**src/rtl/core/drd_pkg.sv**
```systemverilog
// ----------------------------------------------------------------------------
// drd_pkg - shared types and constants for the detector row decoder
// Row record, result record, config bundle and queue sizing.
// ----------------------------------------------------------------------------
`default_nettype none

package drd_pkg;

	// largest number of class scores in one row
	localparam int MAX_CLASSES = 128;

	localparam int VAL_W   = 24;  // Q12.12 element
	localparam int CLS_W   = 7;   // class id field
	localparam int CONF_W  = 23;  // confidence field
	localparam int COORD_W = 16;  // box coordinate fields
	localparam int IDX_W   = 16;  // row counter

	// element position covers box, objectness and all class scores
	localparam int POS_W = $clog2(MAX_CLASSES + 6);
	// compare width wide enough for both the position and class_count
	localparam int CMP_W = (POS_W > 8) ? POS_W : 8;

	localparam int POS_OBJ       = 4;  // objectness position
	localparam int POS_FIRST_CLS = 5;  // first class score position

	// config register indexes
	localparam int CFG_IDX_W = 3;
	typedef enum logic [CFG_IDX_W-1:0] {
		REG_CLASS_COUNT = 3'd0,
		REG_OBJ_THR     = 3'd1,
		REG_CLS_THR     = 3'd2,
		REG_X_SCALE     = 3'd3,
		REG_Y_SCALE     = 3'd4
	} cfg_reg_t;
	localparam int CFG_DATA_W = 16;

	localparam logic [7:0]  RST_CLASS_COUNT = 8'd80;
	localparam logic [12:0] RST_OBJ_THR     = 13'd1024;
	localparam logic [12:0] RST_CLS_THR     = 13'd1024;
	localparam logic [15:0] RST_X_SCALE     = 16'd4096;
	localparam logic [15:0] RST_Y_SCALE     = 16'd4096;

	typedef struct packed {
		logic [7:0]  class_count;
		logic [12:0] obj_thr;
		logic [12:0] cls_thr;
		logic [15:0] x_scale;
		logic [15:0] y_scale;
	} cfg_t;

	// a finished, accepted row
	typedef struct packed {
		logic [CLS_W-1:0]        class_id;
		logic signed [VAL_W-1:0] objectness;
		logic signed [VAL_W-1:0] box_x;
		logic signed [VAL_W-1:0] box_y;
		logic signed [VAL_W-1:0] box_w;
		logic signed [VAL_W-1:0] box_h;
		logic [IDX_W-1:0]        index;
	} row_rec_t;

	// result beat payload; last member lands in the lowest bits
	typedef struct packed {
		logic [IDX_W-1:0]   candidate_index;
		logic [COORD_W-1:0] box_height;
		logic [COORD_W-1:0] box_width;
		logic [COORD_W-1:0] box_top;
		logic [COORD_W-1:0] box_left;
		logic [CONF_W-1:0]  confidence;
		logic [CLS_W-1:0]   class_id;
	} result_t;

	localparam int RES_W    = $bits(result_t);
	localparam int OUT_W    = ((RES_W + 7) / 8) * 8;
	localparam int OUT_PAD  = OUT_W - RES_W;

	// output queue
	localparam int QUEUE_DEPTH = 4;
	localparam int QPTR_W      = $clog2(QUEUE_DEPTH);
	localparam int QCNT_W      = $clog2(QUEUE_DEPTH + 1);

	typedef struct packed {
		logic [QCNT_W-1:0] count;
	} q_status_t;

endpackage

`default_nettype wire

```
**src/rtl/core/drd_out_queue.sv**
```systemverilog
// ----------------------------------------------------------------------------
// drd_out_queue - result queue
// Small register FIFO holding finished results for the output stream.
// ----------------------------------------------------------------------------
`default_nettype none

module drd_out_queue (
	input  wire                    clk,
	input  wire                    arst_n,
	input  wire                    push,
	input  wire drd_pkg::result_t  push_data,
	output logic                   m_tvalid,
	input  wire                    m_tready,
	output drd_pkg::result_t       head,
	output drd_pkg::q_status_t     status
);

	drd_pkg::result_t            mem_q [drd_pkg::QUEUE_DEPTH];
	logic [drd_pkg::QPTR_W-1:0]  wr_ptr_q;
	logic [drd_pkg::QPTR_W-1:0]  rd_ptr_q;
	logic [drd_pkg::QCNT_W-1:0]  count_q;
	logic                        pop;

	assign m_tvalid     = (count_q != '0);
	assign pop          = m_tvalid && m_tready;
	assign head         = mem_q[rd_ptr_q];
	assign status.count = count_q;

	always_ff @(posedge clk) begin
		if (push)
			mem_q[wr_ptr_q] <= push_data;
	end

	always_ff @(posedge clk or negedge arst_n) begin
		if (!arst_n) begin
			wr_ptr_q <= '0;
			rd_ptr_q <= '0;
			count_q  <= '0;
		end else begin
			if (push)
				wr_ptr_q <= (wr_ptr_q == drd_pkg::QPTR_W'(drd_pkg::QUEUE_DEPTH - 1))
				            ? '0 : wr_ptr_q + 1'b1;
			if (pop)
				rd_ptr_q <= (rd_ptr_q == drd_pkg::QPTR_W'(drd_pkg::QUEUE_DEPTH - 1))
				            ? '0 : rd_ptr_q + 1'b1;
			if (push && !pop)
				count_q <= count_q + 1'b1;
			else if (pop && !push)
				count_q <= count_q - 1'b1;
		end
	end

endmodule

`default_nettype wire

```
**config.mk**
```make
export PLATFORM = sky130hd
export DESIGN_NAME = drd_out_queue
export DESIGN_NICKNAME = d
export VERILOG_FILES = /design/src/rtl/core/drd_pkg.sv /design/src/rtl/core/drd_out_queue.sv
export SDC_FILE = /design/constraint.sdc
export NUM_CORES = 1
export LEC_CHECK = 0
export ABC_AREA = 1
export BUFFER_PORTS_ARGS = -buffer_cell sky130_fd_sc_hd__buf_4
export CAP_MARGIN = 20
export CELL_PAD_IN_SITES_DETAIL_PLACEMENT = 2
export CELL_PAD_IN_SITES_GLOBAL_PLACEMENT = 2
export CORE_ASPECT_RATIO = 0.75
export CORE_MARGIN = 2
export CORE_UTILIZATION = 36
export DETAILED_ROUTE_END_ITERATION = 8
export MAX_ROUTING_LAYER = met4
export PLACE_DENSITY_LB_ADDON = 0.1
export REMOVE_ABC_BUFFERS = 1
export SYNTH_ARGS = -nofsm -noshare
export SYNTH_HDL_FRONTEND = slang
export SYNTH_SLANG_ARGS = --single-unit
```
**constraint.sdc**
```tcl
create_clock -name clk -period 3.42 [get_ports clk]
set_clock_uncertainty 0.2 [all_clocks]
set_input_delay 0.513 -clock clk [delete_from_list [all_inputs] [get_ports clk]]
set_output_delay 0.513 -clock clk [all_outputs]
set_load 0.02 [all_outputs]
```
-- Word level (Yosys, flattened, before mapping)
Memories as Yosys holds them, arrays and structs flattened.
Cells that the tools add are included.
- $add $sub $neg: 4
- equality and inequality tests: 2
- multiplexer cells: 6
- reductions and logical operators: 7
- operator list (operator ; number):
    3-bit two-way mux ; 2
    2-bit by 1-bit adder with 2-bit output, second input constant ; 2
    2-bit == test, second input constant ; 2
    2-bit two-way mux ; 2
    3-bit by 1-bit adder with 3-bit output, second input constant ; 1
    1-bit logical AND ; 3
    3-bit nonzero test ; 1
    3-bit by 1-bit subtractor with 3-bit output, second input constant ; 1
    1-bit logical NOT ; 2
    1-bit two-way mux ; 2
    2-bit nonzero test ; 1
- bits in registers: 7
- RAM bits: 440
- output and inout port bits: 114
- memories kept: 1
- memories (memory ; depth ; bits a word ; rd ports ; clocked after Yosys merged registers in ; write ports ; RTL line ; RTL):
    mem_q ; 4 ; 110 ; 1 ; 0 ; 1 ; drd_out_queue.sv:18 ; drd_pkg::result_t mem_q [drd_pkg::QUEUE_DEPTH];

-- Logic depth before layout (Yosys ltp)
Gate-level depths: netlist (run 1).
- word-level depth: 5
- gate-level depth with buffers: 11
- gate-level depth less buffers: 11

-- Worst setup path before layout (run 1)
Ideal clock, no wire load.
- path type: reg2reg
- start point: register wr_ptr_q[0] (netlist name)
- end point: memory mem_q[2][0] (netlist name) (enable)
- arrival time: 2.782 ns
- data required time: 2.757 ns
- setup slack: -0.025 ns
- stages on the path, launching flop included: 5
- cell sequence: dfrtp_1 > inv_1 > ha_1 > nand2_1 > inv_1
- RTL lines (element ; RTL line ; RTL):
    start, declared ; drd_out_queue.sv:19 ; logic [drd_pkg::QPTR_W-1:0] wr_ptr_q;
    start signal, assigned ; drd_out_queue.sv:41 ; wr_ptr_q <= (wr_ptr_q == drd_pkg::QPTR_W'(drd_pkg::QUEUE_DEPTH - 1))
    end, declared ; drd_out_queue.sv:18 ;
No word-level cell before the write port.

==> metrics.md, run 1 <==
| Metric | Value |
|---|---|
| Status | completed |
| Gpl congestion | 0.688 |
| Slack of the critical path | 390 ps |
| Static leakage | 0.00896 µW |
| DR pass1 iterations | 4 |
| Drt wl/cell | 19.9 µm |
| Dpl cells | 2161 |
| Post-synthesis cell area | ~18000 µm² |
| CP delay by family, top | flip-flops |
| Core area | between 40000 and 50000 µm² |
| Main combinational cell family by area after synthesis | compound AO/OA/AOI/OAI gates |
| Flops & latches, synth | 447 |
| CTS H-tree depth | 2 |
| Worst Path Required | 2710 ps |
| Setup TNS | 0 ps |
| Placed cell areas | 20300 µm² |
| Largest net degree at the start of global routing | 113 |
| Multiplexer area fraction after synthesis | 0% |
| PwrDens | 859 nW/µm² |
| R2R Path Start | wr_ptr_q[0] |
| Bufs and invs on worst path | 2 |
| Fillers | approximately 4900 |
| CTS max path bufs | 3 |
| CTS root buffer | clkbuf_16 |
| Post-CTS setup buffers | 0 |
| WP data arrival | 2320 ps |
| Area Growth Syn to Fin | 27.3% |
| Pre-CTS WS | between 900 and 1000 ps |
| Clock latency on the worst-skew pair | 570 ps |
| Hold_buf cts | 112 |
| Mean Syn Cell Area | 13.4 µm² |
| Max stage delay cell, worst path | dfrtp_4 |
| Most frequent cells in the layout | edfxtp_1 (440), nand2_1 (349), buf_4 (234), inv_1 (226), o211ai_1 (220) |
| Startpoint class of the critical path | register |
| VDD IR max | ~0.00052 V |
| Die Span X | about 260 µm |
| Endpoint, Worst Hold | wr_ptr_q[1] |
| Post-Layout Cell Count | 2362 |
| Xor/xnor share of the synthesized area | 0.0488% |
| Slew @ Worst Pin | 659 ps |
| Critical Path Sink Type | primary output |
| Hold Startpoint | push |
| Vias | 11400 |
| CTS sink cnt | 447 |
| Final nets | 1795 |
| GR Overflow Total | 0 |
| Cell variety after synth | 17 |
| Iteration-0 DRC Markers | 449 |
| CTS Buf Count | 47 |
| R2R Setup Slk | roughly 1300 ps |
| Die footprint | 51600 µm² |
| Worst-path clk slew | 60 ps |
| Hold Crit Depth | 2 |
| Most common cell after layout, fill and taps aside | edfxtp_1 |
| R2R Path End | mem_q[2][98] |
| Max cap viols | 0 |
| Total wire length | 46.9 mm |
| Post-synth top area cell | edfxtp_1 |
| Top cells by area, synth | edfxtp_1 (74%), o211ai_1 (9.2%), nand2_1 (7.3%) |
| Adder-cell share of the synthesized area | 0.530% |
| IO Count | 228 |
| Max frequency | ~330 MHz |
| TritonCTS clock tree | built |
| Yosys warnings | 0 |
| Complex-gate fraction of the synthesized area | 9.26% |
| Min Clock Period, post-route | between 3000 and 4000 ps |
| Worst rel slew slack | 56.1% |
| First-pass GRT wire length | roughly 72 mm |
| WS Path Type | register to primary output |
| Via density | a little under 5 |
| Final hold vios | 0 |
| Gr usage total | about a fifth |
| Min-delay worst type | input pin to register |
| Final instance area | approximately 23000 µm² |
| R2R cell count | 5 |
| Antenna violations before repair | 3 |
| RSZ-0062 raised after global routing | no |
| Sequential area share after synthesis | around three quarters |
| Vias in the first global route | 12600 |
| CP peak stage delay | about 700 ps |
| Setup Viol. Count Final | 0 |
| I/O Buffers | 227 |
| DIE HEIGHT | 197 µm |
| Post_cts resized | 0 |
| DP HPWL | 27.3 mm |
| DRC | 0 |
| Final max-slew violation count | 0 |
| Crit Path Max Fanout | 51 |
| Post-synthesis simple-gate area fraction | roughly 7.5% |
| Initial Util | 36.6% |
| CP cell instances | buf_4, nand2_1, o211ai_1, nand2_1, buf_4 |
| Fin crit share | just under 90% |
| Final ANT Viol Nets | 0 |
| Layout cells sized above 1 | 18.6% |
| Post-synth top area share | 73.7% |
| FP Rows | 70 |
| Post-Syn Instances | roughly 1300 |
-- how the worst max path moves through the flow --
stage / end / slack, ps / cells past startpoint / from
final: head[52] / 390 / 5 / rd_ptr_q[0]
after global routing: head[37] / 190 / 5 / rd_ptr_q[0]
after CTS: head[52] / 300 / 5 / rd_ptr_q[0]
after detailed placement: head[52] / 970 / 5 / rd_ptr_q[0]
after global placement: head[95] / 1050 / 5 / rd_ptr_q[0]
after floorplan: head[0] / -5000 / 2 / rd_ptr_q[0]
-- routing by layer --
layer	global-route usage [%]	part of all wire (%)	up-vias
met2	32.9	52	173
li1	-	-	5339
met1	22.4	42	5829
met3	3.66	3.8	63
met5	-	0	-
met4	4.86	2.0	0
-- through the flow --
step / utilization [%] / power [µW] / hold WS, ps
2_1_floorplan: - / 10900 / 17.4
3_3_place_gp: 41.4 / 14700 / 162
3_5_place_dp: 41.4 / 14900 / 163
4_1_cts: 46.6 / 20000 / 22.1
5_1_grt: 46.6 / 20800 / 38.7
6_report: 46.6 / 19600 / 49.7
-- worst register-to-register path, delay by kind of cell, from the launching register on --
family        cells  cell delay (ps)
flops             1              420
fa+ha+maj         1              170
simple gates      1               90
buf+inv           3              930
-- area by class of cell --
type                    count  area [µm²]  area share, %
flip-flops and latches    447       13400           58.7
clock inverters            22         150          0.658
inverters                 231         880           3.85
diodes                      3        7.51         0.0329
clock buffers              64        1300           5.70
repair buffers            361        3180           13.9
well taps                 648         811           3.55
multi-input cells         586        3110           13.6
-- synthesized netlist by cell type (all sizes together) --
library cell / instances
clkbuf: 3
edfxtp: 440
fa: 1
ha: 6
inv: 231
nand4: 1
xnor2: 1
nor2: 3
o211ai: 220
dfrtp: 7
o21ai: 2
nand2: 349
buf: 70
nand3: 3
-- power breakdown --
| group | switching, µW | internal, µW |
|---|---|---|
| combinational | 4820 | 2570 |
| sequential | 301 | 7020 |
| clock | 2090 | 2810 |
-- kinds of logic after synthesis --
kind of cell,count (synthesis)
AO/OA/AOI/OAI,222
AND/OR/NAND/NOR,356
flip-flops,447
adder cells (fa/ha/maj),7
XOR/XNOR,1
buffers and inverters,304
-- flip-flops by register name, indices dropped and copies added, names as in the netlist --
name,cells
wr_ptr_q,2
status,3
mem_q,440
rd_ptr_q,2
Note: power is estimated with default switching activity, not from simulation.
==> run 2: changes to the inputs <==
--- a/config.mk
+++ b/config.mk
@@ -13,10 +13,11 @@
 export CORE_ASPECT_RATIO = 0.75
 export CORE_MARGIN = 2
 export CORE_UTILIZATION = 36
+export CTS_CLUSTER_DIAMETER = 80
 export DETAILED_ROUTE_END_ITERATION = 8
-export MAX_ROUTING_LAYER = met4
 export PLACE_DENSITY_LB_ADDON = 0.1
 export REMOVE_ABC_BUFFERS = 1
+export SKIP_CTS_REPAIR_TIMING = 1
 export SYNTH_ARGS = -nofsm -noshare
 export SYNTH_HDL_FRONTEND = slang
 export SYNTH_SLANG_ARGS = --single-unit
==> run 2 against run 1 <==
  * Worst hold slack got worse by 30 ps
  * Flip-flop and latch count unchanged
  * Critical path depth unchanged
  * Register-to-register slack about the same
  * Cell count decreased by 0.17%
  * Critical path type unchanged
  * Largest power group unchanged
==> metrics.md, run 2 (synthesis gave the netlist of run 1 again) <==
| Metric | Value |
|---|---|
| PwrDens | 859 nW/µm² (about the same) |
| I/O Buffers | 227 (unchanged) |
| CP cell instances | buf_4, nand2_1, o211ai_1, nand2_1, buf_4 (unchanged) |
| CP peak stage delay | 700 ps (about the same) |
| Max stage delay cell, worst path | dfrtp_4 (unchanged) |
| Fillers | 4858 (was 4851) |
| Worst setup path end | head[78] (was head[52]) |
| Most common cell after layout, fill and taps aside | edfxtp_1 (unchanged) |
| Vias | 11400 (about the same) |
| Initial Util | 36.6% (unchanged) |
| VDD IR max | 0.000518 V (about the same) |
| DR pass1 iterations | 4 (unchanged) |
| Slew @ Worst Pin | 664 ps (was 659 ps) |
| R2R Path End | mem_q[2][98] (unchanged) |
| Die footprint | 51600 µm² (unchanged) |
| Fin crit share | 90.0% (was 88.6%) |
| # diodes | 0 (was 3) |
| Worst rel slew slack | 55.7% (was 56.1%) |
| Min-delay worst type | input pin to register (unchanged) |
| Max cap viols | 0 (unchanged) |
| WS Path Type | register to primary output (unchanged) |
| Final ANT Viol Nets | 0 (unchanged) |
| Critical Path Sink Type | primary output (unchanged) |
| Die Span X | 262 µm (unchanged) |
| Setup TNS | 0 ps (unchanged) |
| R2R cell count | 5 (unchanged) |
| RSZ-0062 raised after global routing | no (unchanged) |
| Gpl congestion | 0.680 (was 0.688) |
| FP Rows | 70 (unchanged) |
| Final hold vios | 0 (unchanged) |
| Status | completed (unchanged) |
| DP HPWL | 27.3 mm (unchanged) |
| CTS Buf Count | 47 (unchanged) |
| Clock latency on the worst-skew pair | 560 ps (was 570 ps) |
| CTS H-tree depth | 2 (unchanged) |
| Area Growth Syn to Fin | 27.2% (was 27.3%) |
| Crit path from | rd_ptr_q[0] (unchanged) |
| CTS sink cnt | 447 (unchanged) |
| Final instance area | 22800 µm² (about the same) |
| CTS root buffer | clkbuf_16 (unchanged) |
| Placed cell areas | 20300 µm² (unchanged) |
| Max frequency | 325 MHz (was 330 MHz) |
| Largest reg by FF count | mem_q (unchanged) |
| Most frequent cells in the layout | edfxtp_1 (440), nand2_1 (349), buf_4 (234), inv_1 (226), o211ai_1 (220) (unchanged) |
| Vias in the first global route | 11900 (was 12600) |
| DRC | 0 (unchanged) |
| Largest net degree at the start of global routing | 113 (unchanged) |
| TritonCTS clock tree | built (unchanged) |
| Gr usage total | 17.8% (was 18.9%) |
| Antenna violations before repair | 3 (unchanged) |
| GR Overflow Total | 0 (unchanged) |
| Via density | 4.82 (was 4.83) |
| Iteration-0 DRC Markers | 478 (was 449) |
| IO Count | 228 (unchanged) |
| Total wire length | 46.7 mm (was 46.9 mm) |
| Startpoint class of the critical path | register (unchanged) |
| R2R Path Start | wr_ptr_q[0] (unchanged) |
| Layout cells sized above 1 | 18.6% (about the same) |
| Worst Path Required | 2710 ps (about the same) |
| Final max-slew violation count | 0 (unchanged) |
| Slack of the critical path | 342 ps (was 390 ps) |
| Pre-CTS WS | 970 ps (unchanged) |
| Static leakage | 0.00896 µW (about the same) |
| Setup Viol. Count Final | 0 (unchanged) |
| Crit Path Max Fanout | 51 (unchanged) |
| Final nets | 1794 (was 1795) |
| Worst-path clk slew | 60 ps (about the same) |
| First-pass GRT wire length | 69.7 mm (was 72.1 mm) |
| WHS | 19.8 ps (was 49.7 ps) |
| Drt wl/cell | 19.8 µm (was 19.9 µm) |
| Core area | 49000 µm² (unchanged) |
| Min Clock Period, post-route | 3080 ps (was 3030 ps) |
| WP data arrival | 2370 ps (was 2320 ps) |
| DIE HEIGHT | 197 µm (unchanged) |
| Max reg flops | 440 (unchanged) |
| CTS max path bufs | 3 (unchanged) |
| R2R Setup Slk | 1290 ps (was 1280 ps) |
-- run 2: cell types whose count changed in the layout (fill, tap and decap cells not counted), sizes merged --
cell,previous run,this run
dlygate4sd3,112,111
diode,3,0
-- run 2: where the power goes --
part | total, µW | leakage, µW | switching, µW | internal (µW)
Sequential | 7320 | 0.00412 | 301 | 7020
Clock | 4890 | 0.000715 | 2080 | 2810
Combinational | 7380 | 0.00412 | 4810 | 2570
-- run 2: area by class of cell --
type / count / area [µm²] / area share (%)
flip-flops and latches: 447 / 13400 / 58.7
repair buffers: 360 / 3170 / 13.9
multi-input cells: 586 / 3110 / 13.6
clock buffers: 64 / 1300 / 5.71
inverters: 231 / 880 / 3.86
well taps: 648 / 811 / 3.55
clock inverters: 22 / 150 / 0.658
-- run 2: how the worst min path moves through the flow --
stage,startpoint,endpoint,slack (ps),cells past startpoint
floorplan,arst_n,rd_ptr_q[0],20,0
global placement,arst_n,status[0],160,1
detailed placement,arst_n,status[0],160,1
CTS,arst_n,status[2],-460,1
global route,m_tready,rd_ptr_q[0],30,3
finish,m_tready,rd_ptr_q[0],20,3
-- run 2: stage by stage --
stage / power, µW / utilization (%) / cells
after global routing: 20800 / 46.6 / 2358
after floorplan: 10900 / - / 1264
after CTS: 19900 / 44.3 / 2247
final: 19600 / 46.6 / 2358
after detailed placement: 14900 / 41.4 / 2161
after global placement: 14700 / 41.4 / 2161
-- run 2: worst max-delay path, delay by kind of cell, from the launching register on --
kind / cells / cell delay [ps]
simple gates: 2 / 240
compound gates: 1 / 130
buf+inv: 2 / 690
flops: 1 / 700
-- run 2: layer usage --
layer,up-vias,global-route usage (%),wire length [µm],share of wire [%]
met5,-,0,32,0.068
met4,6,4.84,843,1.8
met3,60,3.98,2000,4.3
met2,168,31.6,24300,52
met1,5807,21.9,19500,42
li1,5336,-,-,-
==> run 3: changes to the inputs <==
--- a/config.mk
+++ b/config.mk
@@ -15,6 +15,7 @@
 export CORE_UTILIZATION = 36
 export CTS_CLUSTER_DIAMETER = 80
 export DETAILED_ROUTE_END_ITERATION = 8
+export GPL_TIMING_DRIVEN = 0
 export PLACE_DENSITY_LB_ADDON = 0.1
 export REMOVE_ABC_BUFFERS = 1
 export SKIP_CTS_REPAIR_TIMING = 1
==> run 3 against run 2 <==
  * Cell count decreased by 0.34%
  * Register-to-register slack got worse by 150 ps
  * Combinational power about the same
  * Highest routed layer unchanged
==> metrics.md, run 3 (synthesis gave the netlist of run 1 again) <==
| Metric | Value |
|---|---|
| Status | completed (unchanged) |
| Final instance area | 22800 µm² (about the same) |
| Critical Path Sink Type | primary output (unchanged) |
| Final nets | 1786 (was 1794) |
| Switching share of total power | 36.4% (was 36.7%) |
| WHS | 40.4 ps (was 19.8 ps) |
| I/O Buffers | 227 (unchanged) |
| Startpoint class of the critical path | register (unchanged) |
| Met3 wire length | 1.91 mm (was 2.00 mm) |
| DRC | 0 (unchanged) |
| CTS sink cnt | 447 (unchanged) |
| TritonCTS clock tree | built (unchanged) |
| CTS root buffer | clkbuf_16 (unchanged) |
| Max reg flops | 440 (unchanged) |
| Final max-slew violation count | 0 (unchanged) |
| Max stage delay cell, worst path | dfrtp_4 (unchanged) |
| Placed cell areas | 20200 µm² (was 20300 µm²) |
| Min-delay worst type | input pin to register (unchanged) |
| Vias | 11300 (was 11400) |
| PwrDens | 862 nW/µm² (was 859 nW/µm²) |
| Die footprint | 51600 µm² (unchanged) |
| Bufs and invs on worst path | 3 (was 2) |
| CTS max path bufs | 3 (unchanged) |
| CTS Buf Count | 47 (unchanged) |
| Static leakage | 0.00894 µW (was 0.00896 µW) |
| Internal power | 12500 µW (was 12400 µW) |
| Post-Layout Cell Count | 2350 (was 2358) |
| Largest net degree at the start of global routing | 97 (was 113) |
| CP cell instances | buf_16, buf_16, nand2_1, o211ai_1, nand2_1, buf_4 (was buf_4, nand2_1, o211ai_1, nand2_1, buf_4) |
| Total power draw | 19700 µW (was 19600 µW) |
| Initial Util | 36.6% (unchanged) |
| Vias in the first global route | 11900 (about the same) |
| CTS H-tree depth | 2 (unchanged) |
| Crit Path Max Fanout | 96 (was 51) |
| Sequential share of power | 37.5% (was 37.4%) |
| Drt wl/cell | 19.5 µm (was 19.8 µm) |
| Met1 WL | 19.2 mm (was 19.5 mm) |
| DIE HEIGHT | 197 µm (unchanged) |
| Final hold vios | 0 (unchanged) |
| WS Path Type | register to primary output (unchanged) |
| R2R Path Start | wr_ptr_q[0] (unchanged) |
| Most common cell after layout, fill and taps aside | edfxtp_1 (unchanged) |
| RSZ-0062 raised after global routing | no (unchanged) |
| Final ANT Viol Nets | 0 (unchanged) |
| Clock share of power | 24.9% (about the same) |
| Antenna violations before repair | 2 (was 3) |
| Gr usage total | 17.4% (was 17.8%) |
| CP peak stage delay | 650 ps (was 700 ps) |
| Total wire length | 45.9 mm (was 46.7 mm) |
| R2R Setup Slk | 1140 ps (was 1290 ps) |
| Area Growth Syn to Fin | 27.3% (was 27.2%) |
| Max cap viols | 0 (unchanged) |
| Iteration-0 DRC Markers | 491 (was 478) |
| Fin crit share | 93.7% (was 90.0%) |
| DP HPWL | 25.9 mm (was 27.3 mm) |
| IO Count | 228 (unchanged) |
| GR Overflow Total | 0 (unchanged) |
| DR pass1 iterations | 4 (unchanged) |
| Setup TNS | 0 ps (unchanged) |
| VDD IR max | 0.000430 V (was 0.000518 V) |
| Slew @ Worst Pin | 642 ps (was 664 ps) |
| Gpl congestion | 0.685 (was 0.680) |
| P_sw | 7170 µW (was 7190 µW) |
| Min Clock Period, post-route | 3210 ps (was 3080 ps) |
| Seq. cell area | 13400 µm² (unchanged) |
| First-pass GRT wire length | 68.1 mm (was 69.7 mm) |
| Largest reg by FF count | mem_q (unchanged) |
| Worst Path Required | 2710 ps (about the same) |
| Max layer used | met5 (unchanged) |
| WP data arrival | 2490 ps (was 2370 ps) |
| Via density | 4.79 (was 4.82) |
| Setup Viol. Count Final | 0 (unchanged) |
| Layout cells sized above 1 | 18.0% (was 18.6%) |
| Clock latency on the worst-skew pair | 560 ps (about the same) |
| CP delay by family, top | buffers and inverters (was flip-flops) |
| Met2 WL | 24.0 mm (was 24.3 mm) |
| Dpl cells | 2151 (was 2161) |
| Worst setup path end | head[56] (was head[78]) |
| Worst rel slew slack | 57.2% (was 55.7%) |
| R2R Path End | mem_q[2][44] (was mem_q[2][98]) |
| Most frequent cells in the layout | edfxtp_1 (440), nand2_1 (349), buf_4 (227), inv_1 (226), o211ai_1 (220) (was edfxtp_1 (440), nand2_1 (349), buf_4 (234), inv_1 (226), o211ai_1 (220)) |
| Core area | 49000 µm² (unchanged) |
| Critical path depth in cells | 6 (was 5) |
| Area of the multi-input gates | 3110 µm² (unchanged) |
| Worst-path clk slew | 60 ps (about the same) |
| Logic pwr share | 37.6% (was 37.7%) |
| Max frequency | 312 MHz (was 325 MHz) |
| Crit path from | rd_ptr_q[0] (unchanged) |
| Fillers | 4765 (was 4858) |
| R2R cell count | 5 (unchanged) |
| Die Span X | 262 µm (unchanged) |
| FP Rows | 70 (unchanged) |
## run 3: cell type report
type / instances / share of cell area (%)
Antenna cell: 1 / 0.0110
Clock buffer: 65 / 5.63
Clock inverter: 20 / 0.707
Inverter: 231 / 3.92
Multi-Input combinational cell: 586 / 13.6
Sequential cell: 447 / 58.6
Tap cell: 648 / 3.55
Timing Repair Buffer: 352 / 13.9
## run 3: worst min-delay path by stage
stage               slack (ps)  depth (start not counted)   start          end
floorplan                   20                          0  arst_n  rd_ptr_q[0]
global placement           140                          1  arst_n    status[0]
detailed placement         140                          1  arst_n    status[0]
CTS                       -480                          1  arst_n  wr_ptr_q[0]
global route                30                          2    push  wr_ptr_q[0]
finish                      40                          2    push  wr_ptr_q[0]
## run 3: metrics by stage
step                      util (%)  setup slack (ps)
after CTS                     44.3             -66.4
after global placement        40.6             -8750
after detailed placement      41.3               567
after global routing          46.6              41.5
after floorplan                  -             -5000
final                         46.6               214
## run 3: power by group through the flow
stage / clock network (µW) / registers (µW) / logic (µW)
6_report: 4890 / 7380 / 7400
3_5_place_dp: 0 / 7550 / 7340
2_1_floorplan: 0 / 7760 / 3110
3_3_place_gp: 0 / 7990 / 4790
5_1_grt: 5270 / 7460 / 8140
4_1_cts: 5050 / 7440 / 7380
## run 3: layer usage
layer	up-vias	track usage (%)
li1	5326	-
met1	5693	20.7
met2	175	31.3
met3	62	4.25
met4	2	4.86
met5	-	0
