$ cat config.mk
export PLATFORM = sky130hd
export DESIGN_NAME = drd_row_track
export DESIGN_NICKNAME = d
export VERILOG_FILES = /design/src/rtl/core/drd_pkg.sv /design/src/rtl/core/drd_row_track.sv
export SDC_FILE = /design/constraint.sdc
export NUM_CORES = 1
export LEC_CHECK = 0
export BUFFER_PORTS_ARGS = -buffer_cell sky130_fd_sc_hd__buf_2
export CORE_MARGIN = 2
export CORE_UTILIZATION = 40
export CTS_CLUSTER_DIAMETER = 100
export CTS_CLUSTER_SIZE = 16
export DETAILED_ROUTE_END_ITERATION = 8
export SLEW_MARGIN = 20
export SYNTH_ARGS = -nofsm -noshare
export SYNTH_HDL_FRONTEND = slang
export SYNTH_SLANG_ARGS = --single-unit
$ cat constraint.sdc
create_clock -name clk -period 7.6 [get_ports clk]
set_clock_uncertainty 0.2 [all_clocks]
set_input_delay 0.38 -clock clk [delete_from_list [all_inputs] [get_ports clk]]
set_output_delay 0.38 -clock clk [all_outputs]
set_load 0.01 [all_outputs]
$ cat src/rtl/core/drd_pkg.sv
// ----------------------------------------------------------------------------
// drd_pkg - shared types and constants for the detector row decoder
// Row record, result record, config bundle and queue sizing.
// ----------------------------------------------------------------------------
`default_nettype none

package drd_pkg;

	// largest number of class scores in one row
	localparam int MAX_CLASSES = 128;

	localparam int VAL_W   = 24;  // Q12.12 element
	localparam int CLS_W   = 7;   // class id field
	localparam int CONF_W  = 23;  // confidence field
	localparam int COORD_W = 16;  // box coordinate fields
	localparam int IDX_W   = 16;  // row counter

	// element position covers box, objectness and all class scores
	localparam int POS_W = $clog2(MAX_CLASSES + 6);
	// compare width wide enough for both the position and class_count
	localparam int CMP_W = (POS_W > 8) ? POS_W : 8;

	localparam int POS_OBJ       = 4;  // objectness position
	localparam int POS_FIRST_CLS = 5;  // first class score position

	// config register indexes
	localparam int CFG_IDX_W = 3;
	typedef enum logic [CFG_IDX_W-1:0] {
		REG_CLASS_COUNT = 3'd0,
		REG_OBJ_THR     = 3'd1,
		REG_CLS_THR     = 3'd2,
		REG_X_SCALE     = 3'd3,
		REG_Y_SCALE     = 3'd4
	} cfg_reg_t;
	localparam int CFG_DATA_W = 16;

	localparam logic [7:0]  RST_CLASS_COUNT = 8'd80;
	localparam logic [12:0] RST_OBJ_THR     = 13'd1024;
	localparam logic [12:0] RST_CLS_THR     = 13'd1024;
	localparam logic [15:0] RST_X_SCALE     = 16'd4096;
	localparam logic [15:0] RST_Y_SCALE     = 16'd4096;

	typedef struct packed {
		logic [7:0]  class_count;
		logic [12:0] obj_thr;
		logic [12:0] cls_thr;
		logic [15:0] x_scale;
		logic [15:0] y_scale;
	} cfg_t;

	// a finished, accepted row
	typedef struct packed {
		logic [CLS_W-1:0]        class_id;
		logic signed [VAL_W-1:0] objectness;
		logic signed [VAL_W-1:0] box_x;
		logic signed [VAL_W-1:0] box_y;
		logic signed [VAL_W-1:0] box_w;
		logic signed [VAL_W-1:0] box_h;
		logic [IDX_W-1:0]        index;
	} row_rec_t;

	// result beat payload; last member lands in the lowest bits
	typedef struct packed {
		logic [IDX_W-1:0]   candidate_index;
		logic [COORD_W-1:0] box_height;
		logic [COORD_W-1:0] box_width;
		logic [COORD_W-1:0] box_top;
		logic [COORD_W-1:0] box_left;
		logic [CONF_W-1:0]  confidence;
		logic [CLS_W-1:0]   class_id;
	} result_t;

	localparam int RES_W    = $bits(result_t);
	localparam int OUT_W    = ((RES_W + 7) / 8) * 8;
	localparam int OUT_PAD  = OUT_W - RES_W;

	// output queue
	localparam int QUEUE_DEPTH = 4;
	localparam int QPTR_W      = $clog2(QUEUE_DEPTH);
	localparam int QCNT_W      = $clog2(QUEUE_DEPTH + 1);

	typedef struct packed {
		logic [QCNT_W-1:0] count;
	} q_status_t;

endpackage

`default_nettype wire

$ cat src/rtl/core/drd_row_track.sv
// ----------------------------------------------------------------------------
// drd_row_track - row element tracker
// Input register, box/objectness capture, running argmax, row completion.
// ----------------------------------------------------------------------------
`default_nettype none

module drd_row_track (
	input  wire                             clk,
	input  wire                             arst_n,
	input  wire drd_pkg::cfg_t              cfg,
	input  wire                             in_valid,
	input  wire logic signed [drd_pkg::VAL_W-1:0] in_value,
	input  wire                             in_start,
	output logic                            valid_s1,
	output logic                            rec_valid,
	output drd_pkg::row_rec_t               rec
);

	logic signed [drd_pkg::VAL_W-1:0] value_s1;
	logic                             start_s1;

	logic [drd_pkg::POS_W-1:0]        pos_q;
	logic signed [drd_pkg::VAL_W-1:0] box_q [4];
	logic signed [drd_pkg::VAL_W-1:0] obj_q;
	logic signed [drd_pkg::VAL_W-1:0] best_q;
	logic [drd_pkg::CLS_W-1:0]        best_cls_q;
	logic [drd_pkg::IDX_W-1:0]        row_cnt_q;

	logic [drd_pkg::CMP_W-1:0]        ncls;
	logic [drd_pkg::CMP_W-1:0]        last_pos;
	logic [drd_pkg::CMP_W-1:0]        pos;
	logic [drd_pkg::CMP_W-1:0]        cls_off;
	logic                             take_best;
	logic signed [drd_pkg::VAL_W-1:0] best_nxt;
	logic [drd_pkg::CLS_W-1:0]        cls_nxt;
	logic                             row_done;
	logic                             keep;

	always_ff @(posedge clk or negedge arst_n) begin
		if (!arst_n) begin
			valid_s1 <= 1'b0;
		end else begin
			valid_s1 <= in_valid;
		end
	end

	always_ff @(posedge clk) begin
		if (in_valid) begin
			value_s1 <= in_value;
			start_s1 <= in_start;
		end
	end

	always_comb begin
		// class_count of zero acts as one, above the maximum as the maximum
		if (cfg.class_count == 8'd0)
			ncls = drd_pkg::CMP_W'(1);
		else if (drd_pkg::CMP_W'(cfg.class_count) > drd_pkg::CMP_W'(drd_pkg::MAX_CLASSES))
			ncls = drd_pkg::CMP_W'(drd_pkg::MAX_CLASSES);
		else
			ncls = drd_pkg::CMP_W'(cfg.class_count);
		last_pos  = ncls + drd_pkg::CMP_W'(drd_pkg::POS_OBJ);
		pos       = start_s1 ? '0 : drd_pkg::CMP_W'(pos_q);
		cls_off   = pos - drd_pkg::CMP_W'(drd_pkg::POS_FIRST_CLS);
		take_best = (pos == drd_pkg::CMP_W'(drd_pkg::POS_FIRST_CLS)) || (value_s1 > best_q);
		best_nxt  = take_best ? value_s1 : best_q;
		cls_nxt   = take_best ? cls_off[drd_pkg::CLS_W-1:0] : best_cls_q;
		// position past the last score (class_count shrunk) also completes
		row_done  = (pos >= drd_pkg::CMP_W'(drd_pkg::POS_FIRST_CLS)) && !(pos < last_pos);
		keep      = (obj_q >= $signed({11'd0, cfg.obj_thr}))
		            && (best_nxt > $signed({11'd0, cfg.cls_thr}));
	end

	always_ff @(posedge clk or negedge arst_n) begin
		if (!arst_n) begin
			pos_q      <= '0;
			box_q[0]   <= '0;
			box_q[1]   <= '0;
			box_q[2]   <= '0;
			box_q[3]   <= '0;
			obj_q      <= '0;
			best_q     <= '0;
			best_cls_q <= '0;
			row_cnt_q  <= '0;
			rec_valid  <= 1'b0;
		end else begin
			rec_valid <= 1'b0;
			if (valid_s1) begin
				if (pos < drd_pkg::CMP_W'(drd_pkg::POS_OBJ)) begin
					box_q[pos[1:0]] <= value_s1;
					pos_q           <= drd_pkg::POS_W'(pos + 1'b1);
				end else if (pos == drd_pkg::CMP_W'(drd_pkg::POS_OBJ)) begin
					obj_q <= value_s1;
					pos_q <= drd_pkg::POS_W'(drd_pkg::POS_FIRST_CLS);
				end else begin
					best_q     <= best_nxt;
					best_cls_q <= cls_nxt;
					if (row_done) begin
						pos_q     <= '0;
						row_cnt_q <= row_cnt_q + 1'b1;
						rec_valid <= keep;
					end else begin
						pos_q <= drd_pkg::POS_W'(pos + 1'b1);
					end
				end
			end
		end
	end

	// row record, loaded only on completion
	always_ff @(posedge clk) begin
		if (valid_s1 && row_done) begin
			rec.class_id   <= cls_nxt;
			rec.objectness <= obj_q;
			rec.box_x      <= box_q[0];
			rec.box_y      <= box_q[1];
			rec.box_w      <= box_q[2];
			rec.box_h      <= box_q[3];
			rec.index      <= row_cnt_q;
		end
	end

endmodule

`default_nettype wire

After elaboration in Yosys (flattened, before gate mapping)
Cells that the tools add are included.
- register bits after elaboration: 345
- input port bits: 94
- add/subtract/negate cells: 4
- order comparisons: 9
- equal/unequal tests: 2
- mux-type cells: 15
- bitwise operators: 3
- reductions and logical operators: 11
- operators with widths (kind ; count):
    $bwmux W96 ; 1
    $demux W24 S2 ; 1
    $mux W24 ; 2
    $mux W8 ; 6
    $ge A24 B14 Y1 ; 1
    $gt A24 B14 Y1 ; 1
    $gt A24 B24 Y1 ; 1
    $add A16 B1 Y16 const B ; 1
    $eq A8 B3 Y1 const B ; 2
    $add A8 B1 Y8 const B ; 1
    $add A8 B3 Y8 const B ; 1
    $ge A8 B3 Y1 const B ; 1
    $gt A8 B8 Y1 const B ; 1
    $logic_not A8 Y1 ; 1
    $lt A8 B3 Y1 const B ; 1
    $lt A8 B8 Y1 ; 1
    $mux W7 ; 1
    $sub A7 B3 Y7 const B ; 1
    $reduce_and A3 Y1 ; 2
    $logic_and A1 B1 Y1 ; 4
    $mux W1 ; 4
    $reduce_and A4 Y1 ; 1
    $ge A3 B3 Y1 const B ; 1
    $lt A3 B1 Y1 const B ; 1
    5 further kinds ; 6

Depth between registers and ports, before layout
Gate-level depths: netlist (run 1).
- word-level depth: 11
- depth in mapped cells: 19
- gate-level depth less buffers: 18

Worst setup path after synthesis (run 1)
No wires, ideal clock.
- path type: input -> register
- start: input cfg[60] (netlist bit)
- end: register rec[0] (netlist bit) (enable)
- library setup time: 0.519 ns
- arrival time: 5.230 ns
- setup slack: 1.651 ns
- stages: 11
- path buffers: 0
- cells stage by stage: nor2b_1 > ha_1 > nand3_1 > xnor2_1 > nand2_1 > ha_1 > nand2_1 > o21ai_0 > o221ai_1 > a21oi_1 > and2_1
- word-level cells in the longest chain between the ends: 8
- elaborated cells on any way between the ends: 9
- those cells by class: add/sub: 1; order compare: 2; mux: 2; reduce/logical: 4
- RTL lines (what ; line ; text):
    from (decl) ; drd_row_track.sv:10 ; input wire drd_pkg::cfg_t cfg,
    $gt A8 B8 Y1 ; drd_row_track.sv:58 ; else if (drd_pkg::CMP_W'(cfg.class_count) > drd_pkg::CMP_W'(drd_pkg::MAX_CLASSES))
    $mux W8 ; drd_row_track.sv:58 ;
    $mux W8 (*) ; drd_row_track.sv:56 ; if (cfg.class_count == 8'd0)
    $add A8 B3 Y8 (*) ; drd_row_track.sv:62 ; last_pos = ncls + drd_pkg::CMP_W'(drd_pkg::POS_OBJ);
    $lt A8 B8 Y1 (*) ; drd_row_track.sv:69 ; row_done = (pos >= drd_pkg::CMP_W'(drd_pkg::POS_FIRST_CLS)) && !(pos < last_pos);
    $logic_not A1 Y1 (*) ; drd_row_track.sv:69 ;
    $logic_and A1 B1 Y1 (*) ; drd_row_track.sv:69 ;
    $logic_and A1 B1 Y1 (*) ; drd_row_track.sv:112 ; if (valid_s1 && row_done) begin
    to (decl) ; drd_row_track.sv:16 ; output drd_pkg::row_rec_t rec
Every way passes the cells marked *; elsewhere a longest branch is shown, timed or not.
A chain may end at the register's enable or synchronous reset.

Final worst setup path (run 1)
- start: register value_s1[23] (netlist bit)
- end: register rec_valid
- word-level cells in the longest chain between the ends: 9
- RTL lines (what ; line ; text):
    from (decl) ; drd_row_track.sv:19 ; logic signed [drd_pkg::VAL_W-1:0] value_s1;
    from (signal assigned) ; drd_row_track.sv:49 ; value_s1 <= in_value;
    $gt A24 B24 Y1 ; drd_row_track.sv:65 ; take_best = (pos == drd_pkg::CMP_W'(drd_pkg::POS_FIRST_CLS)) || (value_s1 > best_q);
    $logic_or A1 B1 Y1 ; drd_row_track.sv:65 ;
    $mux W24 ; drd_row_track.sv:66 ; best_nxt = take_best ? value_s1 : best_q;
    via best_nxt, one bit ; drd_row_track.sv:34 ; logic signed [drd_pkg::VAL_W-1:0] best_nxt;
    $gt A24 B14 Y1 ; drd_row_track.sv:71 ; && (best_nxt > $signed({11'd0, cfg.cls_thr}));
    $logic_and A1 B1 Y1 ; drd_row_track.sv:71 ;
    $mux W1 ; drd_row_track.sv:98 ; if (row_done) begin
    $mux W1 ; drd_row_track.sv:92 ; end else if (pos == drd_pkg::CMP_W'(drd_pkg::POS_OBJ)) begin
    $mux W1 ; drd_row_track.sv:89 ; if (pos < drd_pkg::CMP_W'(drd_pkg::POS_OBJ)) begin
    $mux W1 ; drd_row_track.sv:88 ; if (valid_s1) begin
    to (signal assigned) ; drd_row_track.sv:101 ; rec_valid <= keep;
    to (decl) ; drd_row_track.sv:15 ; output logic rec_valid,
The timed path passes the listed nets, and every way through them passes these cells.

==> impl_summary.md, run 1 <==
Worst hold path
The startpoint identified for the worst hold timing path is in_valid. The path class of the tightest hold or removal check is in2reg.

Yosys
Of the synthesized area, sequential elements account for around two thirds. Each instance of the synthesized netlist takes up on average 15.4 um^2. Synthesis handed over a netlist of ~900 instances. For this run, asynchronously set or reset flops after synthesis account for between 50% and 60%. The synthesized netlist net count is 1065. Of the post-synthesis cell area, the dominant cell type holds between 30% and 40%.

The count of yosys warnings during synthesis is 0. Yosys mapped a number of flops with a built-in enable equal to approximately 170. By area the synthesized netlist is led by sky130_fd_sc_hd__edfxtp_1 36%, sky130_fd_sc_hd__dfrtp_1 32%, sky130_fd_sc_hd__mux2_2 11%. The post-synthesis instance area is 14000 um^2. Of all cell types, the one taking the most synthesized area is sky130_fd_sc_hd__edfxtp_1. The prevailing post-synth register cell is sky130_fd_sc_hd__dfrtp_1. The number of synthesized register bits is ~350. In this run, distinct cell masters in the synthesized netlist total between 50 and 60.

Finish
At the end of the flow the core is filled with cells to between 40 and 50%. In the final layout, the share of cells above drive strength 1 is around a third. At the end of the flow, the number of nets in the layout was between 1000 and 1500. From synthesis to final layout, the design area changed by 18.0%. The count of cells in the finished layout, fillers not included, comes to about 1600.

Timing
The number of slew-limit violations in the final report was 0. Setup repair after global routing left no endpoint under its margin. For the pin with the worst max-slew slack, the measured transition is between 0.9 and 1 ns. The minimum clock period is 5.05 ns. The smallest setup slack after layout is between 2 and 3 ns. The portion of the clock cycle consumed by the worst path in the final layout is 66.4%. Setup violations remaining at the end of the flow were counted as 0.

The worst relative slew slack is roughly a third. For this run, the top clock speed supported by timing is 198 MHz. The final number of hold-violating endpoints is 0. Setup total negative slack on the finished layout was measured at 0 ns.

Routing
The number of search-and-repair iterations in the first detailed-routing pass is 4. The detailed-route vias per instance is a little under 5. The wire length per cell is 18.7 um. In this run, the number of DRC markers left after iteration 0 of detailed routing was 288. In the routed design, unresolved DRC markers number 0.

The final antenna-violating net count is 0. The routed layout has roughly 8000 vias. The detailed-route wire length is between 30 and 40 mm.

Global route
Summed over all layers, the global routing overflow is 0. The number of global-route vias before repair was around 8000. The total global-route track usage is between 10% and 20%. The global-route wire length before repair is about 46 mm.

Entering global routing, the biggest net connects 108 pins. The number of antenna violations at the first check in global routing is 3.

Flow run
The max-cap check violation count is 0.

Clocking
The latest clock arrival within the worst-skew pair is around 0.54 ns. The root buffer selected by CTS is sky130_fd_sc_hd__clkbuf_16. The tree built by TritonCTS fans out to 345 sinks. In this run, CTS created clock tree buffers numbering 25. After clock tree synthesis, the clock-pin slew on the worst setup and hold paths is approximately 0.080 ns. Post-CTS repair changed the size of 0 cells. The clock tree from TritonCTS is yes. In this run the number of H-tree levels came out at 1. The maximum clock path buffer count is 3.

Placed design
Counting tap cells, the placed design contains a total of ~1600 instances. The routability congestion estimate is approximately 0.78. Port buffering added between 200 and 250 buffers. Timing analysis after detailed placement gives a worst setup slack of around 2.5 ns. The HPWL after detailed placement is about 20 mm.

Worst setup path
The worst path required time is between 7 and 8 ns. The critical path goes through ha_1, nand4_1, nor4_2, nand2_1, o211ai_1, mux2i_1, nand2_2, mux2_2, ha_1, nor2b_1, o21ai_0, nand2b_1, a21oi_1, o21ai_0, a21oi_1, a21o_1, a211oi_2. Broken down by cell family, the worst path's largest delay share belongs to simple AND/OR/NAND/NOR gates. The startpoint of the worst-slack reg-to-reg timing path is value_s1[23].

The number of buffer and inverter instances along the worst setup path is 0. The kind of critical path is reg2reg. The most critical setup path has its startpoint at value_s1[23]. The maximum single-stage delay on the critical path is approximately 0.57 ns. STA classifies the critical path startpoint as a flip-flop. The critical path capture point type is a flip-flop. The critical path arrival is around 5.3 ns. The slowest stage of the critical path belongs to the cell sky130_fd_sc_hd__edfxtp_1. Of all nets on the critical path, the largest fanout is 22.

Die
The count of standard-cell rows is 68. The width of the chip is ~190 um. The placeable core region is roughly 35000 um^2.

The die outline area is about 37000 um^2. The starting density of the core is between 40 and 50%. The top-level I/O count is between 200 and 250. The height of the die is approximately 190 um.

Power
The analysis attributes to cell leakage a power of 7.22 nW. The design draws around 0.0052 W. VDD sags by at most ~150 uV. Power spread over the standard cell area amounts to between 300 and 400 nW/um^2.

Status
The run finished with clean final reports.
path summary, 6_finish.rpt:
kind,end,slack (ns),depth (start not counted)
max in group asynchronous,box_q[87],5.30,3
min reg2reg,rec[20],0.24,0
min,valid_s1,0.18,1
min in group asynchronous,box_q[4],0.26,2
max reg2reg,rec_valid,2.55,17
max,rec_valid,2.55,17
cell type report:
| type | count | area, um^2 |
|---|---|---|
| diodes | 1 | 2.50 |
| clock buffers | 44 | 697 |
| clock inverters | 1 | 8.76 |
| fillers | 3144 | 18000 |
| inverters | 63 | 236 |
| multi-input cells | 479 | 4210 |
| flip-flops and latches | 345 | 9470 |
| well taps | 455 | 569 |
| repair buffers | 236 | 1330 |
registers in the layout, indices dropped and copies added, names as in the netlist:
| signal | count |
|---|---|
| best_cls_q | 7 |
| best_q | 24 |
| rec_valid | 1 |
| rec | 143 |
| box_q | 96 |
| start_s1 | 1 |
| pos_q | 8 |
| valid_s1 | 1 |
| value_s1 | 24 |
| obj_q | 24 |
| row_cnt_q | 16 |
logic make-up (layout without fill, tap and decap cells):
logic type	after synthesis	count (layout)	synth area share, %
xor gates and xnor gates	25	25	1.56
and+or+nand+nor	145	145	5.31
other	0	1	0
buffers and inverters	83	344	2.41
DFF	345	345	67.6
AOI/OAI and AO/OA	80	80	3.55
muxes	165	165	13.8
adders and majority gates	64	64	5.72
report_power, final:
group | leakage (nW) | total, W | internal, W | switching (W)
sequential | 3.76 | 0.00274 | 0.00247 | 0.000267
clock | 0.335 | 0.00124 | 0.000621 | 0.000623
combinational | 3.12 | 0.00118 | 0.000662 | 0.000521
total | 7.22 | 0.00517 | 0.00375 | 0.00141
cell usage after synthesis (all sizes together), types with 4 or more instances:
| cell type | n |
|---|---|
| and3 | 7 |
| edfxtp | 168 |
| and2 | 4 |
| nor4 | 10 |
| nand2 | 46 |
| buf | 9 |
| a21oi | 26 |
| ha | 64 |
| a211oi | 5 |
| nand3 | 17 |
| mux2 | 161 |
| dfrtp | 177 |
| mux2i | 4 |
| xnor2 | 22 |
| nor2 | 25 |
| nor3 | 4 |
| o21ai | 23 |
| nor2b | 7 |
| nand4 | 14 |
| clkbuf | 11 |
| a21o | 8 |
| inv | 63 |
through the flow:
stage               cell area, um^2  hold WS, ns
floorplan                     14000       -0.116
global placement              15600        0.224
detailed placement            15600        0.227
CTS                           16500        0.186
global route                  16500        0.186
finish                        16500        0.185
repair_timing:
item / in CTS / in global routing
buffers inserted: 0 / 0
hold buffers: 26 / 0
hold endpoints to repair: 131 / 0
metal layers:
metal	vias to the layer above	wire length, um	global-route usage [%]
met5	-	24	0
met4	4	753	4.56
met3	42	1440	2.92
met2	142	14900	28.0
met1	3942	13300	21.9
li1	3774	-	-
cell usage in the layout (no fill, tap or decap), drive strengths merged, types with 17 or more instances in the layout:
| cell type | Yosys | routed |
|---|---|---|
| a21oi | 26 | 26 |
| buf | 9 | 209 |
| clkbuf | 11 | 45 |
| dfrtp | 177 | 177 |
| dlygate4sd3 | 0 | 26 |
| edfxtp | 168 | 168 |
| ha | 64 | 64 |
| inv | 63 | 64 |
| mux2 | 161 | 161 |
| nand2 | 46 | 46 |
| nand3 | 17 | 17 |
| nor2 | 25 | 25 |
| o21ai | 23 | 23 |
| xnor2 | 22 | 22 |
No activity file was read; power rests on OpenSTA's default activity.
==> run 2, diff against run 1 <==
- ABC_AREA: not set -> 1
- clock period: 7.6 -> 4.9 ns (I/O delays scaled with it)
==> impl_summary.md, run 2 <==
Die
The placeable core region is 35300 um^2 (+2.2%). The top-level I/O count is 239 (unchanged). The width of the chip is 193 um (+0.87%). The starting density of the core is 40.4% (-0.18 points). The height of the die is 193 um (+0.87%). The die outline area was 37200 um^2 (+1.7%). The count of standard-cell rows is 69 (+1.5%).

Power
The internal power consumption was 0.00543 W (+45%). The part of the total power dissipated in the clock network was 24.3% (+0.2 points). The fraction of power spent switching nets is 31.4% (+4.1 points).

The net switching power is 0.00249 W (+76%). The leakage power is 7.61 nW (+5.4%). The register share of total power is 52.1% (-0.9 points). The share of total power in combinational logic is 23.6% (+0.7 points). The largest voltage drop on the vdd net is 182 uV (+18%). The power density relative to cell area is 475 nW/um^2 (+52%).

Global route
The number of global-route vias before repair is 8981 (+13%). The global-route wire length before repair was 49.6 mm (+7.1%). The largest net degree at the start of global routing was 105 (-2.8%). The routing usage on met2 was 27.3% (-0.71 points).

The number of antenna violations at the first check in global routing is 0 (-3). The remaining global-route overflow came to 0 (unchanged). The met3 track utilization from global routing is 2.53% (-0.39 points). The fraction of met1 tracks used by global routing is 25.3% (+3.4 points).

The total global-route track usage came to 17.3% (+0.73 points). The layer with the highest usage after global routing is met2.

Worst setup path
The critical path arrival came to 4.48 ns (-0.83 ns). The critical path's most frequent cell is sky130_fd_sc_hd__nand2_1. The cell with the largest stage delay on the worst path is sky130_fd_sc_hd__edfxtp_1. The kind of critical path is reg2reg.

The largest fanout on the critical path is 24 (+9.1%). The worst setup slack for register-to-register paths is 0.65 ns (-1.90 ns). The launching instance or port of the critical path is value_s1[15]. The startpoint of the worst-slack reg-to-reg timing path is value_s1[15]. In this run the critical register-to-register path is captured at rec_valid. The worst reg2reg path depth was 29 (+12). In this run the worst setup path terminates at rec_valid. The worst path required time is 5.14 ns (-2.72 ns).

The maximum single-stage delay on the critical path was 0.40 ns (-0.17 ns). The worst setup path is launched from a flip-flop. STA classifies the critical path endpoint as a flip-flop.

Finish
Compared with the post-synthesis result, the final layout area differs by 16.9%. The register with the most flip-flops in the final layout is rec. The final core area utilization is 47.2% (-0.64 points). The antenna diode instance count is 0 (-1). The largest registers in the layout are rec: 143 flops, box_q: 96 flops. In the layout the commonest cells are 290 x sky130_fd_sc_hd__nand2_1, 205 x sky130_fd_sc_hd__buf_2, 178 x sky130_fd_sc_hd__o21ai_0.

The count of filler cells inserted in the layout is 3255 (+3.5%). The most frequent standard cell in the layout excluding fill and tap cells is sky130_fd_sc_hd__nand2_1. The fraction of layout instances using a drive strength above 1 is 17.9% (-17 points). The number of nets in the finished design is 1653 (+26%). The number of flip-flops under the largest register name was 143 (unchanged).

Timing
The portion of the clock cycle consumed by the worst path in the final layout was 86.7% (+20 points). The maximum achievable frequency is 235 MHz (+19%). The minimum clock period came to 4.25 ns (-0.799 ns).

Setup repair after global routing left no endpoint under its margin. The final number of hold-violating endpoints is 0 (unchanged). The worst relative slew slack is 34.4% (+0.53 points). The actual slew at the worst max-slew pin is 0.982 ns (-0.00903 ns).

The summed negative setup slack over all endpoints was 0 ns (unchanged). The count of final setup violators is 0 (unchanged). The final hold slack was 0.0883 ns (-0.0965 ns).

The number of slew-limit violations in the final report is 0 (unchanged).

Routing
The number of search-and-repair iterations in the first detailed-routing pass is 5 (+1). The number of DRC markers in iteration 0 is 735 (+160%). The total DRC errors in the routed layout is 0 (unchanged).

The wire length per cell is 16.2 um (-13%). The detailed-route vias per instance is 4.82 (-0.97%). The final antenna-violating net count was 0 (unchanged). The total via count in the routed design is 9509 (+20%). The detailed-route wire length is 32.0 mm (+5.1%).

Status
The run finished with clean final reports.

Placed design
The post-DP HPWL is 22.0 mm (+10%). The number of buffers added on ports is 206 (unchanged). The routability congestion estimate is 0.840 (+7.5%).

Flow run
The max-cap check violation count is 0 (unchanged).

Yosys
The number of unique standard cell types used by synthesis was 41 (-21%). The post-synthesis sequential area ratio is 66.5% (-1.2 points). The number of synthesized register bits came to 345 (unchanged). The commonest cells after synthesis are 290 x sky130_fd_sc_hd__nand2_1, 178 x sky130_fd_sc_hd__o21ai_0, 177 x sky130_fd_sc_hd__dfrtp_1. By area the synthesized netlist is led by sky130_fd_sc_hd__edfxtp_1 35%, sky130_fd_sc_hd__dfrtp_1 31%, sky130_fd_sc_hd__nand2_1 7.6%.

The count of yosys warnings during synthesis is 0 (unchanged). The share of flip-flops with an asynchronous set or reset is 51.3% (unchanged). The post-synthesis instance area is 14300 um^2 (+1.8%).

The cell type with the largest total area after synthesis is sky130_fd_sc_hd__edfxtp_1. In the post-synthesis netlist, the cell with the most instances is sky130_fd_sc_hd__nand2_1. Among all flip-flop cells after synthesis, the most frequent one is sky130_fd_sc_hd__dfrtp_1. The fraction of synthesized cell area taken by the top area cell type is 35.4% (-0.63 points). The post-synthesis instance total is 1267 (+40%). The average size of a mapped cell is 11.3 um^2 (-27%). The count of flip-flops with a built-in enable after synthesis is 168 (unchanged). The synthesized netlist net count was 1425 (+34%).

Clocking
The number of buffers inserted by post-CTS setup repair was 0 (unchanged). The clock tree from TritonCTS is yes. The count of hold-fix buffers inserted at cts came to 27 (+3.8%). The clock slew seen by the registers of the worst setup and hold paths came to 0.08 ns (about the same). Clock tree synthesis selected as its root buffer the cell sky130_fd_sc_hd__clkbuf_16. The maximum clock path buffer count is 3 (unchanged).

The number of levels the H-tree was split into was 1 (unchanged). The number of gates resized after cts is 0 (unchanged). The total clock buffers created by CTS is 25 (unchanged). The number of sinks on the clock net is 345 (unchanged). The latest clock arrival within the worst-skew pair is 0.53 ns (about the same).

Worst hold path
The path class of the tightest hold or removal check is in2async.
run 2: cell types whose count changed in the layout (fill, tap and decap cells not counted), moves of 17 or more:
cell / change
sky130_fd_sc_hd__inv_1: +77
sky130_fd_sc_hd__mux2_2: -138
sky130_fd_sc_hd__mux2_4: -22
sky130_fd_sc_hd__nand2_1: +250
sky130_fd_sc_hd__nand3_1: +17
sky130_fd_sc_hd__nor2_1: +21
sky130_fd_sc_hd__o21ai_0: +155
sky130_fd_sc_hd__o21ai_1: +18
sky130_fd_sc_hd__xnor2_1: -17
run 2: cells by family after synthesis:
logic type | after synthesis | synth area share [%]
AND/OR/NAND/NOR | 418 | 12.6
buffers and inverters | 188 | 5.82
flip-flops | 345 | 66.5
XOR/XNOR | 19 | 1.17
AO/OA/AOI/OAI | 233 | 8.37
adder cells (fa/ha/maj) | 64 | 5.62
run 2: routing by layer:
metal	up-vias	part of all wire (%)
li1	4684	-
met1	4517	47
met2	266	45
met3	42	6.1
met4	0	1.8
met5	-	0
run 2: worst max-delay path, delay by kind of cell (launching register included):
kind	cells	cell delay (ns)
simple gates	22	2.35
fa+ha+maj	2	0.60
flops	1	0.40
buf+inv	2	0.29
compound gates	3	0.29
run 2: stage by stage:
step                      std cells  setup slack [ns]  cell area (um^2)  power, W
after floorplan                1267             0.209             14300   0.00548
after global placement         1902             0.713             15700   0.00595
after detailed placement       1902             0.649             15700   0.00605
after CTS                      1973             0.631             16700   0.00801
after global routing           1973             0.213             16700   0.00853
final                          1973             0.653             16700   0.00793
run 2: worst min-delay path by stage:
stage / cells after the start / slack, ns / end / start
after detailed placement: 1 / 0.12 / box_q[79] / arst_n
after global placement: 1 / 0.11 / box_q[79] / arst_n
after global routing: 2 / 0.17 / box_q[79] / arst_n
after CTS: 2 / 0.13 / box_q[55] / arst_n
final: 2 / 0.09 / box_q[79] / arst_n
after floorplan: 0 / -0.25 / best_cls_q[0] / arst_n
run 2: cell type report:
| class | instances | area (um^2) | share of cell area [%] |
|---|---|---|---|
| Sequential cell | 345 | 9470 | 56.8 |
| Multi-Input combinational cell | 734 | 3960 | 23.8 |
| Timing Repair Buffer | 242 | 1400 | 8.40 |
| Clock buffer | 43 | 693 | 4.16 |
| Tap cell | 461 | 577 | 3.46 |
| Inverter | 147 | 553 | 3.32 |
| Clock inverter | 1 | 8.76 | 0.0525 |
run 2: power groups by stage:
| stage | logic, W | clock network [W] | registers (W) |
|---|---|---|---|
| final | 0.00187 | 0.00193 | 0.00413 |
| after global routing | 0.00223 | 0.00210 | 0.00421 |
| after CTS | 0.00190 | 0.00198 | 0.00413 |
| after detailed placement | 0.00186 | 0 | 0.00419 |
| after global placement | 0.00179 | 0 | 0.00416 |
| after floorplan | 0.00141 | 0 | 0.00407 |
